$ cat src/hw/rtl/rrb_pkg.sv
// ----------------------------------------------------------------------------
// rrb_pkg
// Shared constants of the read range bunching block.
// ----------------------------------------------------------------------------
package rrb_pkg;

  localparam int unsigned MaxRangesDefault = 64;
  localparam int unsigned AddrW  = 16;
  localparam int unsigned EndW   = 17;
  localparam int unsigned CountW = 11;
  localparam int unsigned CfgW   = 11;

  localparam logic [1:0] CfgBitMode   = 2'd0;
  localparam logic [1:0] CfgMaxBits   = 2'd1;
  localparam logic [1:0] CfgMaxWords  = 2'd2;
  localparam logic [1:0] CfgMaxDummy  = 2'd3;

  localparam logic KindLoad    = 1'b0;
  localparam logic KindRequest = 1'b1;

endpackage

$ cat src/hw/rtl/read_range_bunching.sv
// ----------------------------------------------------------------------------
// read_range_bunching
// Sorts loaded register ranges and hands out merged read bunches on request.
// ----------------------------------------------------------------------------
// channel  | direction | handshake         | payload
// in       | input     | in_valid/in_stall | kind, range_start, range_count, last_range
// out      | output    | out_valid/out_stall | bunch_start, bunch_count, final_bunch, nothing_left
// cfg      | input     | cfg_we            | cfg_index, cfg_data
//
// a load walks the sorted table down one entry at a time (ram read, then shift
// write) until it reaches the insert position; a request steps through fetch,
// first read, absorb read, absorb compare and join while merging table entries.
// the table RAM has a single port, so these steps run one after another.
// reset needs no clearing pass.
// the input is stalled while an item is in work or a result waits on out_stall.
module read_range_bunching
  import rrb_pkg::*;
#(
  parameter int unsigned MaxRanges = MaxRangesDefault
) (
  input  logic              clk_i,
  input  logic              rst_ni,
  input  logic              in_valid_i,
  output logic              in_stall_o,
  input  logic              kind_i,
  input  logic [AddrW-1:0]  range_start_i,
  input  logic [CountW-1:0] range_count_i,
  input  logic              last_range_i,
  output logic              out_valid_o,
  input  logic              out_stall_i,
  output logic [AddrW-1:0]  bunch_start_o,
  output logic [CountW-1:0] bunch_count_o,
  output logic              final_bunch_o,
  output logic              nothing_left_o,
  input  logic              cfg_we_i,
  input  logic [1:0]        cfg_index_i,
  input  logic [CfgW-1:0]   cfg_data_i
);

  localparam int unsigned IdxW = (MaxRanges > 1) ? $clog2(MaxRanges) : 1;
  localparam int unsigned CntW = $clog2(MaxRanges + 1);
  localparam logic [CntW-1:0] CntMax = CntW'(MaxRanges);

  localparam logic [1:0] PhLoading = 2'd0;
  localparam logic [1:0] PhIdle    = 2'd1;
  localparam logic [1:0] PhOpen    = 2'd2;

  localparam logic [3:0] StIdle   = 4'd0;
  localparam logic [3:0] StInsRd  = 4'd1;
  localparam logic [3:0] StInsCmp = 4'd2;
  localparam logic [3:0] StInsWr  = 4'd3;
  localparam logic [3:0] StReq    = 4'd4;
  localparam logic [3:0] StFirst  = 4'd5;
  localparam logic [3:0] StAbsRd  = 4'd6;
  localparam logic [3:0] StAbs    = 4'd7;
  localparam logic [3:0] StJoin   = 4'd8;
  localparam logic [3:0] StOut    = 4'd9;

  // configuration registers
  logic              bit_mode_q;
  logic [10:0]       max_bits_q;
  logic [6:0]        max_words_q;
  logic [7:0]        max_dummy_q;

  always_ff @(posedge clk_i or negedge rst_ni) begin
    if (!rst_ni) begin
      bit_mode_q  <= 1'b0;
      max_bits_q  <= 11'd2000;
      max_words_q <= 7'd125;
      max_dummy_q <= 8'd16;
    end else if (cfg_we_i) begin
      unique case (cfg_index_i)
        CfgBitMode:  bit_mode_q  <= cfg_data_i[0];
        CfgMaxBits:  max_bits_q  <= cfg_data_i[10:0];
        CfgMaxWords: max_words_q <= cfg_data_i[6:0];
        CfgMaxDummy: max_dummy_q <= cfg_data_i[7:0];
        default: ;
      endcase
    end
  end

  // derived limits
  logic [10:0] size_lim;
  logic [10:0] max_gap;
  always_comb begin
    size_lim = bit_mode_q ? max_bits_q : {4'd0, max_words_q};
    if (size_lim == '0) begin
      size_lim = 11'd1;
    end
    max_gap = bit_mode_q ? {max_dummy_q, 3'd0} : {4'd0, max_dummy_q[7:1]};
  end

  // state
  logic [3:0]        st_q, st_d;
  logic [1:0]        ph_q, ph_d;
  logic [CntW-1:0]   cnt_q, cnt_d;
  logic [CntW-1:0]   cur_q, cur_d;
  logic [CntW-1:0]   pos_q, pos_d;
  logic [EndW-1:0]   obs_q, obs_d;
  logic [EndW-1:0]   obe_q, obe_d;
  logic [AddrW-1:0]  ns_q, ns_d;
  logic [EndW-1:0]   ne_q, ne_d;
  logic [AddrW-1:0]  ms_q, ms_d;
  logic [EndW-1:0]   me_q, me_d;
  logic              ov_q, ov_d;
  logic [AddrW-1:0]  os_q, os_d;
  logic [CountW-1:0] oc_q, oc_d;
  logic              of_q, of_d;
  logic              on_q, on_d;

  // table RAM, one port, entry = {end, start}
  logic                    ram_we;
  logic [IdxW-1:0]         ram_addr;
  logic [EndW+AddrW-1:0]   ram_wdata;
  logic [EndW+AddrW-1:0]   ram_rdata;
  logic [AddrW-1:0]        rd_s;
  logic [EndW-1:0]         rd_e;

  rrb_ram #(.Width(EndW + AddrW), .Depth(MaxRanges)) u_tab (
    .clk_i  (clk_i),
    .we_i   (ram_we),
    .addr_i (ram_addr),
    .wdata_i(ram_wdata),
    .rdata_o(ram_rdata)
  );
  assign rd_s = ram_rdata[AddrW-1:0];
  assign rd_e = ram_rdata[EndW+AddrW-1:AddrW];

  logic            in_acc;
  logic [EndW-1:0] new_end;
  logic [EndW-1:0] span;
  assign in_acc = in_valid_i && !in_stall_o;
  assign in_stall_o = (st_q != StIdle) || ov_q;
  assign out_valid_o = ov_q;
  assign bunch_start_o = os_q;
  assign bunch_count_o = oc_q;
  assign final_bunch_o = of_q;
  assign nothing_left_o = on_q;
  assign span = obe_q - obs_q;

  // range end, clamped to the top of the address space
  always_comb begin
    new_end = {1'b0, range_start_i} + {6'd0, range_count_i};
    if (new_end > 17'h10000) begin
      new_end = 17'h10000;
    end
  end

  // sequencer
  always_comb begin
    st_d = st_q; ph_d = ph_q; cnt_d = cnt_q; cur_d = cur_q; pos_d = pos_q;
    obs_d = obs_q; obe_d = obe_q; ns_d = ns_q; ne_d = ne_q; ms_d = ms_q; me_d = me_q;
    ov_d = ov_q; os_d = os_q; oc_d = oc_q; of_d = of_q; on_d = on_q;
    ram_we = 1'b0; ram_addr = '0; ram_wdata = '0;
    if (ov_q && !out_stall_i) begin
      ov_d = 1'b0;
    end
    unique case (st_q)
      StIdle: begin
        if (in_acc) begin
          if (kind_i == KindLoad) begin
            if (ph_q != PhLoading) begin
              cnt_d = '0; cur_d = '0; ph_d = PhLoading;
            end
            if (last_range_i) begin
              cur_d = '0; ph_d = PhIdle;
            end
            ns_d = range_start_i;
            ne_d = new_end;
            if (range_count_i != '0 && (ph_q != PhLoading || cnt_q < CntMax)) begin
              pos_d = (ph_q != PhLoading) ? '0 : cnt_q;
              cnt_d = ((ph_q != PhLoading) ? '0 : cnt_q) + 1'b1;
              st_d = StInsRd;
            end
          end else if (ph_q == PhLoading) begin
            ov_d = 1'b1; os_d = '0; oc_d = '0; of_d = 1'b0; on_d = 1'b1;
          end else begin
            st_d = StReq;
          end
        end
      end
      // read the entry below the insert position
      StInsRd: begin
        if (pos_q == '0) begin
          st_d = StInsWr;
        end else begin
          ram_addr = IdxW'(pos_q - 1'b1);
          st_d = StInsCmp;
        end
      end
      StInsCmp: begin
        if (rd_s > ns_q) begin
          ram_we = 1'b1;
          ram_addr = IdxW'(pos_q);
          ram_wdata = ram_rdata;
          pos_d = pos_q - 1'b1;
          st_d = StInsRd;
        end else begin
          st_d = StInsWr;
        end
      end
      StInsWr: begin
        ram_we = 1'b1;
        ram_addr = IdxW'(pos_q);
        ram_wdata = {ne_q, ns_q};
        st_d = StIdle;
      end
      // request: split, end of set, or fetch next interval
      StReq: begin
        if (ph_q == PhOpen && span > {6'd0, size_lim}) begin
          os_d = obs_q[AddrW-1:0]; oc_d = size_lim; of_d = 1'b0; on_d = 1'b0;
          obs_d = obs_q + {6'd0, size_lim};
          st_d = StOut;
        end else if (cur_q >= cnt_q) begin
          if (ph_q == PhOpen) begin
            os_d = obs_q[AddrW-1:0]; oc_d = span[CountW-1:0]; of_d = 1'b1; on_d = 1'b0;
            ph_d = PhIdle;
          end else begin
            os_d = '0; oc_d = '0; of_d = 1'b0; on_d = 1'b1;
          end
          st_d = StOut;
        end else begin
          ram_addr = IdxW'(cur_q);
          cur_d = cur_q + 1'b1;
          st_d = StFirst;
        end
      end
      StFirst: begin
        ms_d = rd_s; me_d = rd_e;
        st_d = StAbsRd;
      end
      StAbsRd: begin
        if (cur_q >= cnt_q) begin
          st_d = StJoin;
        end else begin
          ram_addr = IdxW'(cur_q);
          st_d = StAbs;
        end
      end
      StAbs: begin
        if ({1'b0, rd_s} <= me_q) begin
          if (rd_e > me_q) begin
            me_d = rd_e;
          end
          cur_d = cur_q + 1'b1;
          st_d = StAbsRd;
        end else begin
          st_d = StJoin;
        end
      end
      StJoin: begin
        if (ph_q != PhOpen) begin
          obs_d = {1'b0, ms_q}; obe_d = me_q; ph_d = PhOpen;
          st_d = StReq;
        end else if (({1'b0, ms_q} - obe_q) <= {6'd0, max_gap}
                     && (me_q - obs_q) <= {6'd0, size_lim}) begin
          obe_d = me_q;
          st_d = StReq;
        end else begin
          os_d = obs_q[AddrW-1:0]; oc_d = span[CountW-1:0]; of_d = 1'b0; on_d = 1'b0;
          obs_d = {1'b0, ms_q}; obe_d = me_q;
          st_d = StOut;
        end
      end
      StOut: begin
        ov_d = 1'b1;
        st_d = StIdle;
      end
      default: st_d = StIdle;
    endcase
  end

  // control registers
  always_ff @(posedge clk_i or negedge rst_ni) begin
    if (!rst_ni) begin
      st_q <= StIdle; ph_q <= PhLoading; cnt_q <= '0; cur_q <= '0;
      obs_q <= '0; obe_q <= '0; ov_q <= 1'b0;
    end else begin
      st_q <= st_d; ph_q <= ph_d; cnt_q <= cnt_d; cur_q <= cur_d;
      obs_q <= obs_d; obe_q <= obe_d; ov_q <= ov_d;
    end
  end

  // payload registers
  always_ff @(posedge clk_i) begin
    pos_q <= pos_d; ns_q <= ns_d; ne_q <= ne_d; ms_q <= ms_d; me_q <= me_d;
    os_q <= os_d; oc_q <= oc_d; of_q <= of_d; on_q <= on_d;
  end

endmodule

$ cat src/hw/rtl/rrb_ram.sv
// ----------------------------------------------------------------------------
// rrb_ram
// Generic single-port RAM with registered read data.
// ----------------------------------------------------------------------------
module rrb_ram #(
  parameter int unsigned Width = 8,
  parameter int unsigned Depth = 64
) (
  input  logic                                         clk_i,
  input  logic                                         we_i,
  input  logic [((Depth > 1) ? $clog2(Depth) : 1)-1:0] addr_i,
  input  logic [Width-1:0]                             wdata_i,
  output logic [Width-1:0]                             rdata_o
);

  logic [Width-1:0] mem_q [Depth];

  // write and registered read
  always_ff @(posedge clk_i) begin
    if (we_i) begin
      mem_q[addr_i] <= wdata_i;
    end
    rdata_o <= mem_q[addr_i];
  end

endmodule
$ cat config.mk
export PLATFORM = sky130hd
export DESIGN_NAME = read_range_bunching
export DESIGN_NICKNAME = d
export VERILOG_FILES = /design/src/hw/rtl/rrb_pkg.sv /design/src/hw/rtl/read_range_bunching.sv /design/src/hw/rtl/rrb_ram.sv
export SDC_FILE = /design/constraint.sdc
export NUM_CORES = 2
export LEC_CHECK = 0
export ABC_AREA = 1
export CORE_UTILIZATION = 64
export DETAILED_ROUTE_END_ITERATION = 7
export DONT_BUFFER_PORTS = 1
export PLACE_DENSITY_LB_ADDON = 0.1
export SYNTH_ARGS = -nofsm -noshare
export SYNTH_HDL_FRONTEND = slang
export SYNTH_HIERARCHICAL = 1
export SYNTH_SLANG_ARGS = --single-unit
export TNS_END_PERCENT = 100
$ cat constraint.sdc
create_clock -name clk_i -period 9.2 [get_ports clk_i]
set_clock_uncertainty 0.15 [all_clocks]
set_input_delay 0.92 -clock clk_i [delete_from_list [all_inputs] [get_ports clk_i]]
set_output_delay 0.92 -clock clk_i [all_outputs]
set_load 0.03 [all_outputs]
# Word-level counts from Yosys, hierarchy flattened
# Memory sizes are Yosys's and may differ from the RTL's. A register that Yosys moved wholly into a read port is not among the register bits.
# Cells that the tools add are included.
[totals]
ff_bits = 184
ramBits = 2112
in_bits = 47
out_inout_bits = 31
elab_cells = 205
n_memories = 1
[classes]
addsub = 8
order_cmp = 9
eq_ne = 35
n_mux = 97
bitwise_logic = 1
n_reduce_logical = 34
[memory_table]
columns = ["memory", "words", "word_bits", "read_ports", "rd_clocked_by_memory_dff", "wr", "line", "rtl"]
rows = [
  ["u_tab.mem_q", 64, 33, 1, 1, 1, "rrb_ram.sv:16", "logic [Width-1:0] mem_q [Depth];"],
]
[ops]
columns = ["op", "count"]
rows = [
  ["16-bit two-way mux", 8],
  ["11-bit two-way mux", 11],
  ["7-bit two-way mux", 13],
  ["17-bit two-way mux", 5],
  ["17-bit one-hot mux with 2 select lines", 2],
  ["33-bit one-hot mux with 2 select lines", 1],
  ["16-bit one-hot mux with 3 select lines", 1],
  ["4-bit two-way mux", 10],
  ["17-bit by 11-bit <= comparator with 1-bit output", 2],
  ["2-bit inequality test, second input constant", 17],
  ["17-bit subtractor", 2],
  ["33-bit two-way mux", 1],
  ["11-bit one-hot mux with 3 select lines", 1],
  ["4-bit one-hot mux with 8 select lines", 1],
  ["6-bit one-hot mux with 5 select lines", 1],
  ["6-bit two-way mux", 4],
  ["1-bit two-way mux", 22],
  ["7-bit one-hot mux with 3 select lines", 1],
  ["2-bit two-way mux", 9],
  ["16-bit by 11-bit adder with 17-bit output", 1],
  ["17-bit by 11-bit adder with 17-bit output", 1],
  ["17-bit by 11-bit > comparator with 1-bit output", 1],
  ["17-bit > comparator", 1],
  ["17-bit > comparator, second input constant", 1],
  ["35 further kinds", 67],
]

# Longest topological paths before layout
[depth]
ltp_word = 8
mapped_depth = 37
ltp_nobuf = 34

# Hierarchy
# The synthesis kept the hierarchy.
[by_module_without_submodules]
columns = ["mod", "instances", "cells_per_inst", "area_each_um2", "seq_area_each_um2"]
rows = [
  ["rrb_ram", 1, 8706, 89244.3, 64081.5],
  ["read_range_bunching", 1, 1923, 14550.2, 5131.2],
]

# Worst setup path after synthesis
# OpenSTA, ideal clock, no wires.
[synth_path]
path_type = "reg-to-reg"
start = "reg obe_q[0]"
end = "mem u_tab/mem_q[61][0] (netlist name), enable pin"
setup_time_ps = 506
t_arrival_ps = 6940
t_required_ps = 8544
setup_slack_ps = 1604
path_stages_with_launch = 29
path_buffers = 2
synth_period_minus_slack_ps = 7596
cell_sequence = "dfrtp_1 inv_1 ha_1 inv_1 fa_1 nand3_1 nand2_1 nand2_1 nand3_1 xor2_1 ha_1 a21oi_1 o21a_1 nand2_1 nand2_1 nand2_1 nand2_1 nand3_2 o21ai_2 nand2_4 nand2_1 nand2_1 nand3_1 buf_2 inv_1 nor3_4 buf_4 nand2_1 nor4_1"
[synth_between]
elab_chain_len = 5
[synth_rtl]
columns = ["item", "line", "rtl"]
rows = [
  ["start, declared", "read_range_bunching.sv:100", "logic [EndW-1:0] obe_q, obe_d;"],
  ["start signal, assigned", "read_range_bunching.sv:277", "obs_q <= '0; obe_q <= '0; ov_q <= 1'b0;"],
  ["start signal, assigned", "read_range_bunching.sv:280", "obs_q <= obs_d; obe_q <= obe_d; ov_q <= ov_d;"],
  ["17-bit subtractor", "read_range_bunching.sv:139", "assign span = obe_q - obs_q;"],
  ["17-bit by 11-bit > comparator with 1-bit output", "read_range_bunching.sv:210", "if (ph_q == PhOpen && span > {6'd0, size_lim}) begin"],
  ["1-bit logical AND", "read_range_bunching.sv:210", ""],
  ["6-bit two-way mux", "read_range_bunching.sv:210", ""],
  ["6-bit one-hot mux with 5 select lines", "read_range_bunching.sv:158", "unique case (st_q)"],
  ["via ram_addr[3]", "read_range_bunching.sv:113", "logic [IdxW-1:0] ram_addr;"],
  ["end, declared", "rrb_ram.sv:16", ""],
]
# The timed path passes the listed nets, and every way through them passes these cells.

# Worst setup path after layout
[layout_path]
start = "reg bit_mode_q"
end = "mem u_tab/mem_q[5][26] (netlist name), enable pin"
[layout_between]
elab_chain_len = 7
[layout_rtl]
columns = ["item", "line", "rtl"]
rows = [
  ["start, declared", "read_range_bunching.sv:60", "logic bit_mode_q;"],
  ["start signal, assigned", "read_range_bunching.sv:73", "CfgBitMode: bit_mode_q <= cfg_data_i[0];"],
  ["11-bit two-way mux (*)", "read_range_bunching.sv:86", "size_lim = bit_mode_q ? max_bits_q : {4'd0, max_words_q};"],
  ["11-bit logical NOT", "read_range_bunching.sv:87", "if (size_lim == '0) begin"],
  ["11-bit two-way mux (*)", "read_range_bunching.sv:87", ""],
  ["17-bit by 11-bit > comparator with 1-bit output (*)", "read_range_bunching.sv:210", ""],
  ["1-bit logical AND (*)", "read_range_bunching.sv:210", ""],
  ["6-bit two-way mux (*)", "read_range_bunching.sv:210", ""],
  ["6-bit one-hot mux with 5 select lines (*)", "read_range_bunching.sv:158", ""],
  ["via ram_addr[0]", "read_range_bunching.sv:113", ""],
]
# The timed path passes the listed nets; every way through them passes the cells marked *.

==> parameters.txt <==
Parameter                              Value

Floorplanning
  Placement row count ... 147
  Die height ... 405 um
  Die Area ... 164000 sq um
  Core area ... 161000 sq um
  Top-Level Pins ... 78
  Effective utilization at floorplan ... 64.6%
  Chip width ... 405 um

Clock tree
  Post-CTS Setup Repair Bufs ... 0
  Clock tree from TritonCTS ... done
  Worst-skew pair later-pin latency ... 900 ps
  Bufs on Longest Clock Path ... 3
  Post-cts gate resize count ... 0
  Hold buffer count at CTS ... 18
  Clock edge transition at the registers on the reported setup and hold paths ... 60 ps
  Clock buffer count from CTS ... 225
  H-tree lvl count ... 4
  # clock sinks ... 2329
  Clock root buffer ... sky130_fd_sc_hd__clkbuf_16

Setup path
  Type of origin of the critical path ... flip-flop
  Req. time, crit path ... 9620 ps
  Type of destination of the critical path ... flip-flop
  Cells on worst reg2reg path ... 26
  Reg2Reg Launch Point ... bit_mode_q$_DFFE_PN0P_
  Reg2Reg Setup Slack ... 1480 ps
  Category of the critical setup timing path ... reg2reg
  Crit path DAT ... 8140 ps
  End of the worst register-to-register path ... u_tab/mem_q[5][26]$_DFFE_PP_
  Worst-path maximum fanout ... 120

Detailed routing
  Average vias per placed instance ... 5.70
  Final Routed Wirelength ... 287000 um
  Average wire per cell in the routed design ... 22.2 um
  Total DRC errors in the routed layout ... 0
  Routed via count ... 73800
  First-pass iteration count of the detailed router ... 7
  Final ANT Viol Nets ... 0
  Starting DRT DRC Count ... 8570

Timing
  Peak Freq ... 130 MHz
  Relative slew slack ... 8.15%
  Unrepaired setup endpoints after global routing ... false
  Number of hold-slack violations in the final timing report ... 0
  Transition at the pin with the smallest max-transition slack ... 1370 ps
  Final setup TNS ... 0 ps
  Final setup violation count ... 0
  Number of pins with negative max-slew slack in the final report ... 0
  Fin crit share ... 83.9%
  Final critical path time including I/O delays and setup ... 7720 ps

Global routing
  Maximum number of pins on one net before global-route repair ... 165
  Via count of the first global-routing pass ... 70600
  Total gr overflow ... 0
  Overall track demand over capacity in global routing ... 35.1%
  Initial antenna violation count ... 4
  Wire length of the first global-routing pass ... 428000 um

Yosys
  Multiplexer area fraction after synthesis ... 0.0615%
  Share of the synthesized area in the top cell type ... 64.1%
  Dominant combinational cell family by area after synthesis ... simple AND/OR/NAND/NOR gates
  Post-synthesis net count ... 10800
  Xor/xnor share of the synthesized area ... 0.532%
  Synth Cell Area ... 104000 sq um
  Most frequent cells after synthesis ... 6424 x sky130_fd_sc_hd__nand2_1, 2214 x sky130_fd_sc_hd__edfxtp_1, 297 x sky130_fd_sc_hd__inv_1
  Flip-flop and latch count after synthesis ... 2329
  Synthesized-area fraction occupied by ao, oa, aoi and oai cells ... 1.62%
  Synthesis Warnings ... 6
  Synth unique cells ... 59
  Synth Area in Adders ... 2.06%
  Cell count after synthesis ... 10600
  Most used DFF post-synth ... sky130_fd_sc_hd__edfxtp_1
  EDFF count, synth ... 2214
  Most frequently used cell type in the post-synthesis netlist ... sky130_fd_sc_hd__nand2_1
  Top cell type by total area after synthesis ... sky130_fd_sc_hd__edfxtp_1
  Largest cells by area after synthesis ... sky130_fd_sc_hd__edfxtp_1 64%, sky130_fd_sc_hd__nand2_1 23%, sky130_fd_sc_hd__ha_1 2.0%
  Fraction of synthesis flops using an asynchronous set or reset pin ... 3.52%
  Mean instance size in the synthesized netlist ... 9.77 sq um
  Synthesized-area fraction occupied by and/or/nand/nor cells ... 25.8%
  Fraction of the yosys area taken by sequential cells ... 66.7%

Power and ir drop
  Power Density ... 338 nW/um^2
  Final Power ... 38.6 mW
  Standby leakage power ... 48.9 nW
  Max IR drop VDD ... 0.353 mV

Min path
  Worst min-delay path endpoint ... out_valid_o$_DFF_PN0_
  Hold Path Depth ... 2
  Hold crit path type ... in2reg
  Origin of the worst min-delay path ... out_stall_i

Layout
  NumNets Final ... 10800
  Share of final-layout standard cells stronger than drive strength 1 ... 6.30%
  Multi-input gate area ... 32000 sq um
  Final core utilization ... 71.1%
  FILL cells ... 11700
  Sequential cell area in the final layout ... 69200 sq um
  Area growth syn-to-layout ... 10.1%

Placement
  Port-buffer cells ... 0
  Global placement routability congestion ... 0.946
  Detail Placement HPWL ... 167000 um

Status
  Status ... finished clean

Job
  Number of maximum-capacitance violations ... 0
final cells by class:
class / instances / area share, %
timing repair buffer: 193 / 1.61
sequential: 2329 / 60.5
antenna: 2 / 0.00438
clock inverter: 132 / 1.20
multi-input combinational: 7522 / 28.0
clock buffer: 295 / 5.23
tap: 2160 / 2.36
inverter: 309 / 1.03
cell usage in the layout (no fill, tap or decap), types with 18 or more instances in the layout:
cell	n
sky130_fd_sc_hd__buf_4	149
sky130_fd_sc_hd__clkinv_2	45
sky130_fd_sc_hd__dfrtp_1	69
sky130_fd_sc_hd__bufinv_16	19
sky130_fd_sc_hd__buf_12	26
sky130_fd_sc_hd__edfxtp_1	2214
sky130_fd_sc_hd__xor2_1	41
sky130_fd_sc_hd__nand2_2	21
sky130_fd_sc_hd__nor2_4	61
sky130_fd_sc_hd__inv_1	297
sky130_fd_sc_hd__nor3_1	18
sky130_fd_sc_hd__clkinv_1	40
sky130_fd_sc_hd__xnor2_1	22
sky130_fd_sc_hd__nand2_1	6407
sky130_fd_sc_hd__clkbuf_16	225
sky130_fd_sc_hd__a21oi_1	101
sky130_fd_sc_hd__nand4_1	44
sky130_fd_sc_hd__clkbuf_1	61
sky130_fd_sc_hd__ha_1	163
sky130_fd_sc_hd__nor2_1	219
sky130_fd_sc_hd__dfxtp_1	33
sky130_fd_sc_hd__nand3_1	142
sky130_fd_sc_hd__o21ai_0	120
power breakdown:
| part | internal (mW) | switching [mW] |
|---|---|---|
| clock | 5.14 | 4.04 |
| combinational | 4.26 | 12.1 |
| sequential | 12.6 | 0.482 |
sequential cells by signal (all words and copies together) (netlist names), 2 cells and up:
| register | flops |
|---|---|
| u_tab/mem_q | 2112 |
| u_tab/rdata_o | 33 |
| me_q | 17 |
| ne_q | 17 |
| obe_q | 17 |
| obs_q | 17 |
| bunch_start_o | 16 |
| ms_q | 16 |
| ns_q | 16 |
| bunch_count_o | 11 |
| max_bits_q | 11 |
| max_dummy_q | 8 |
| cnt_q | 7 |
| cur_q | 7 |
| max_words_q | 7 |
| pos_q | 7 |
| st_q | 4 |
| ph_q | 2 |
worst max path at each step:
stage,startpoint,endpoint,slack (ps),cells after the start
floorplan,obe_q[0]$_DFFE_PN0P_,u_tab/mem_q[61][0]$_DFFE_PP_,1600,28
global placement,bit_mode_q$_DFFE_PN0P_,u_tab/mem_q[5][19]$_DFFE_PP_,1620,26
detailed placement,bit_mode_q$_DFFE_PN0P_,u_tab/mem_q[5][32]$_DFFE_PP_,1620,26
CTS,bit_mode_q$_DFFE_PN0P_,u_tab/mem_q[5][10]$_DFFE_PP_,1580,26
global route,bit_mode_q$_DFFE_PN0P_,u_tab/mem_q[5][26]$_DFFE_PP_,860,26
finish,bit_mode_q$_DFFE_PN0P_,u_tab/mem_q[5][26]$_DFFE_PP_,1480,26
critical path: stages, from the launching register on:
cell and delay (ps):
sky130_fd_sc_hd__dfrtp_1 760, sky130_fd_sc_hd__inv_1 280, sky130_fd_sc_hd__or2_2 350, sky130_fd_sc_hd__o21ai_0 220, sky130_fd_sc_hd__inv_1 140, sky130_fd_sc_hd__nor4_1 320, sky130_fd_sc_hd__nand4_1 110, sky130_fd_sc_hd__o21ai_0 280
sky130_fd_sc_hd__ha_1 270, sky130_fd_sc_hd__inv_1 40, sky130_fd_sc_hd__nand2_1 50, sky130_fd_sc_hd__nand2_1 50, sky130_fd_sc_hd__o21ai_0 180, sky130_fd_sc_hd__nand2_1 70, sky130_fd_sc_hd__nand2_1 60, sky130_fd_sc_hd__nand2_1 50
sky130_fd_sc_hd__nand2_1 70, sky130_fd_sc_hd__nand3_2 90, sky130_fd_sc_hd__o21ai_2 230, sky130_fd_sc_hd__nand2_4 220, sky130_fd_sc_hd__nand2_1 240, sky130_fd_sc_hd__nand3_1 160, sky130_fd_sc_hd__nand2_4 200, sky130_fd_sc_hd__buf_12 500
sky130_fd_sc_hd__nand3_1 850, sky130_fd_sc_hd__nor2_4 1010, sky130_fd_sc_hd__buf_4 330
routing by layer:
layer / share of wire (%) / wire length [um] / GRT usage (%)
met3: 10 / 29800 / 6.84
met4: 4.0 / 11500 / 14.0
met2: 47 / 134000 / 55.9
met1: 39 / 112000 / 48.0
met5: 0.0045 / 13 / 0
cells by family after synthesis:
logic type,count (synthesis)
simple gates,6980
mux,6
flops,2329
xor+xnor,63
fa+ha+maj,168
buf+inv,778
compound gates,305
through the flow:
stage	setup WS (ps)	instance area (sq um)	hold slack, ps	std cells
after global routing	859	114000	36.0	12900
after detailed placement	1620	107000	293	12500
after global placement	1620	107000	276	12500
after CTS	1580	114000	7.11	12900
final	1480	114000	41.6	12900
after floorplan	1600	104000	258	10600
Note: power is estimated with default switching activity, not from simulation.
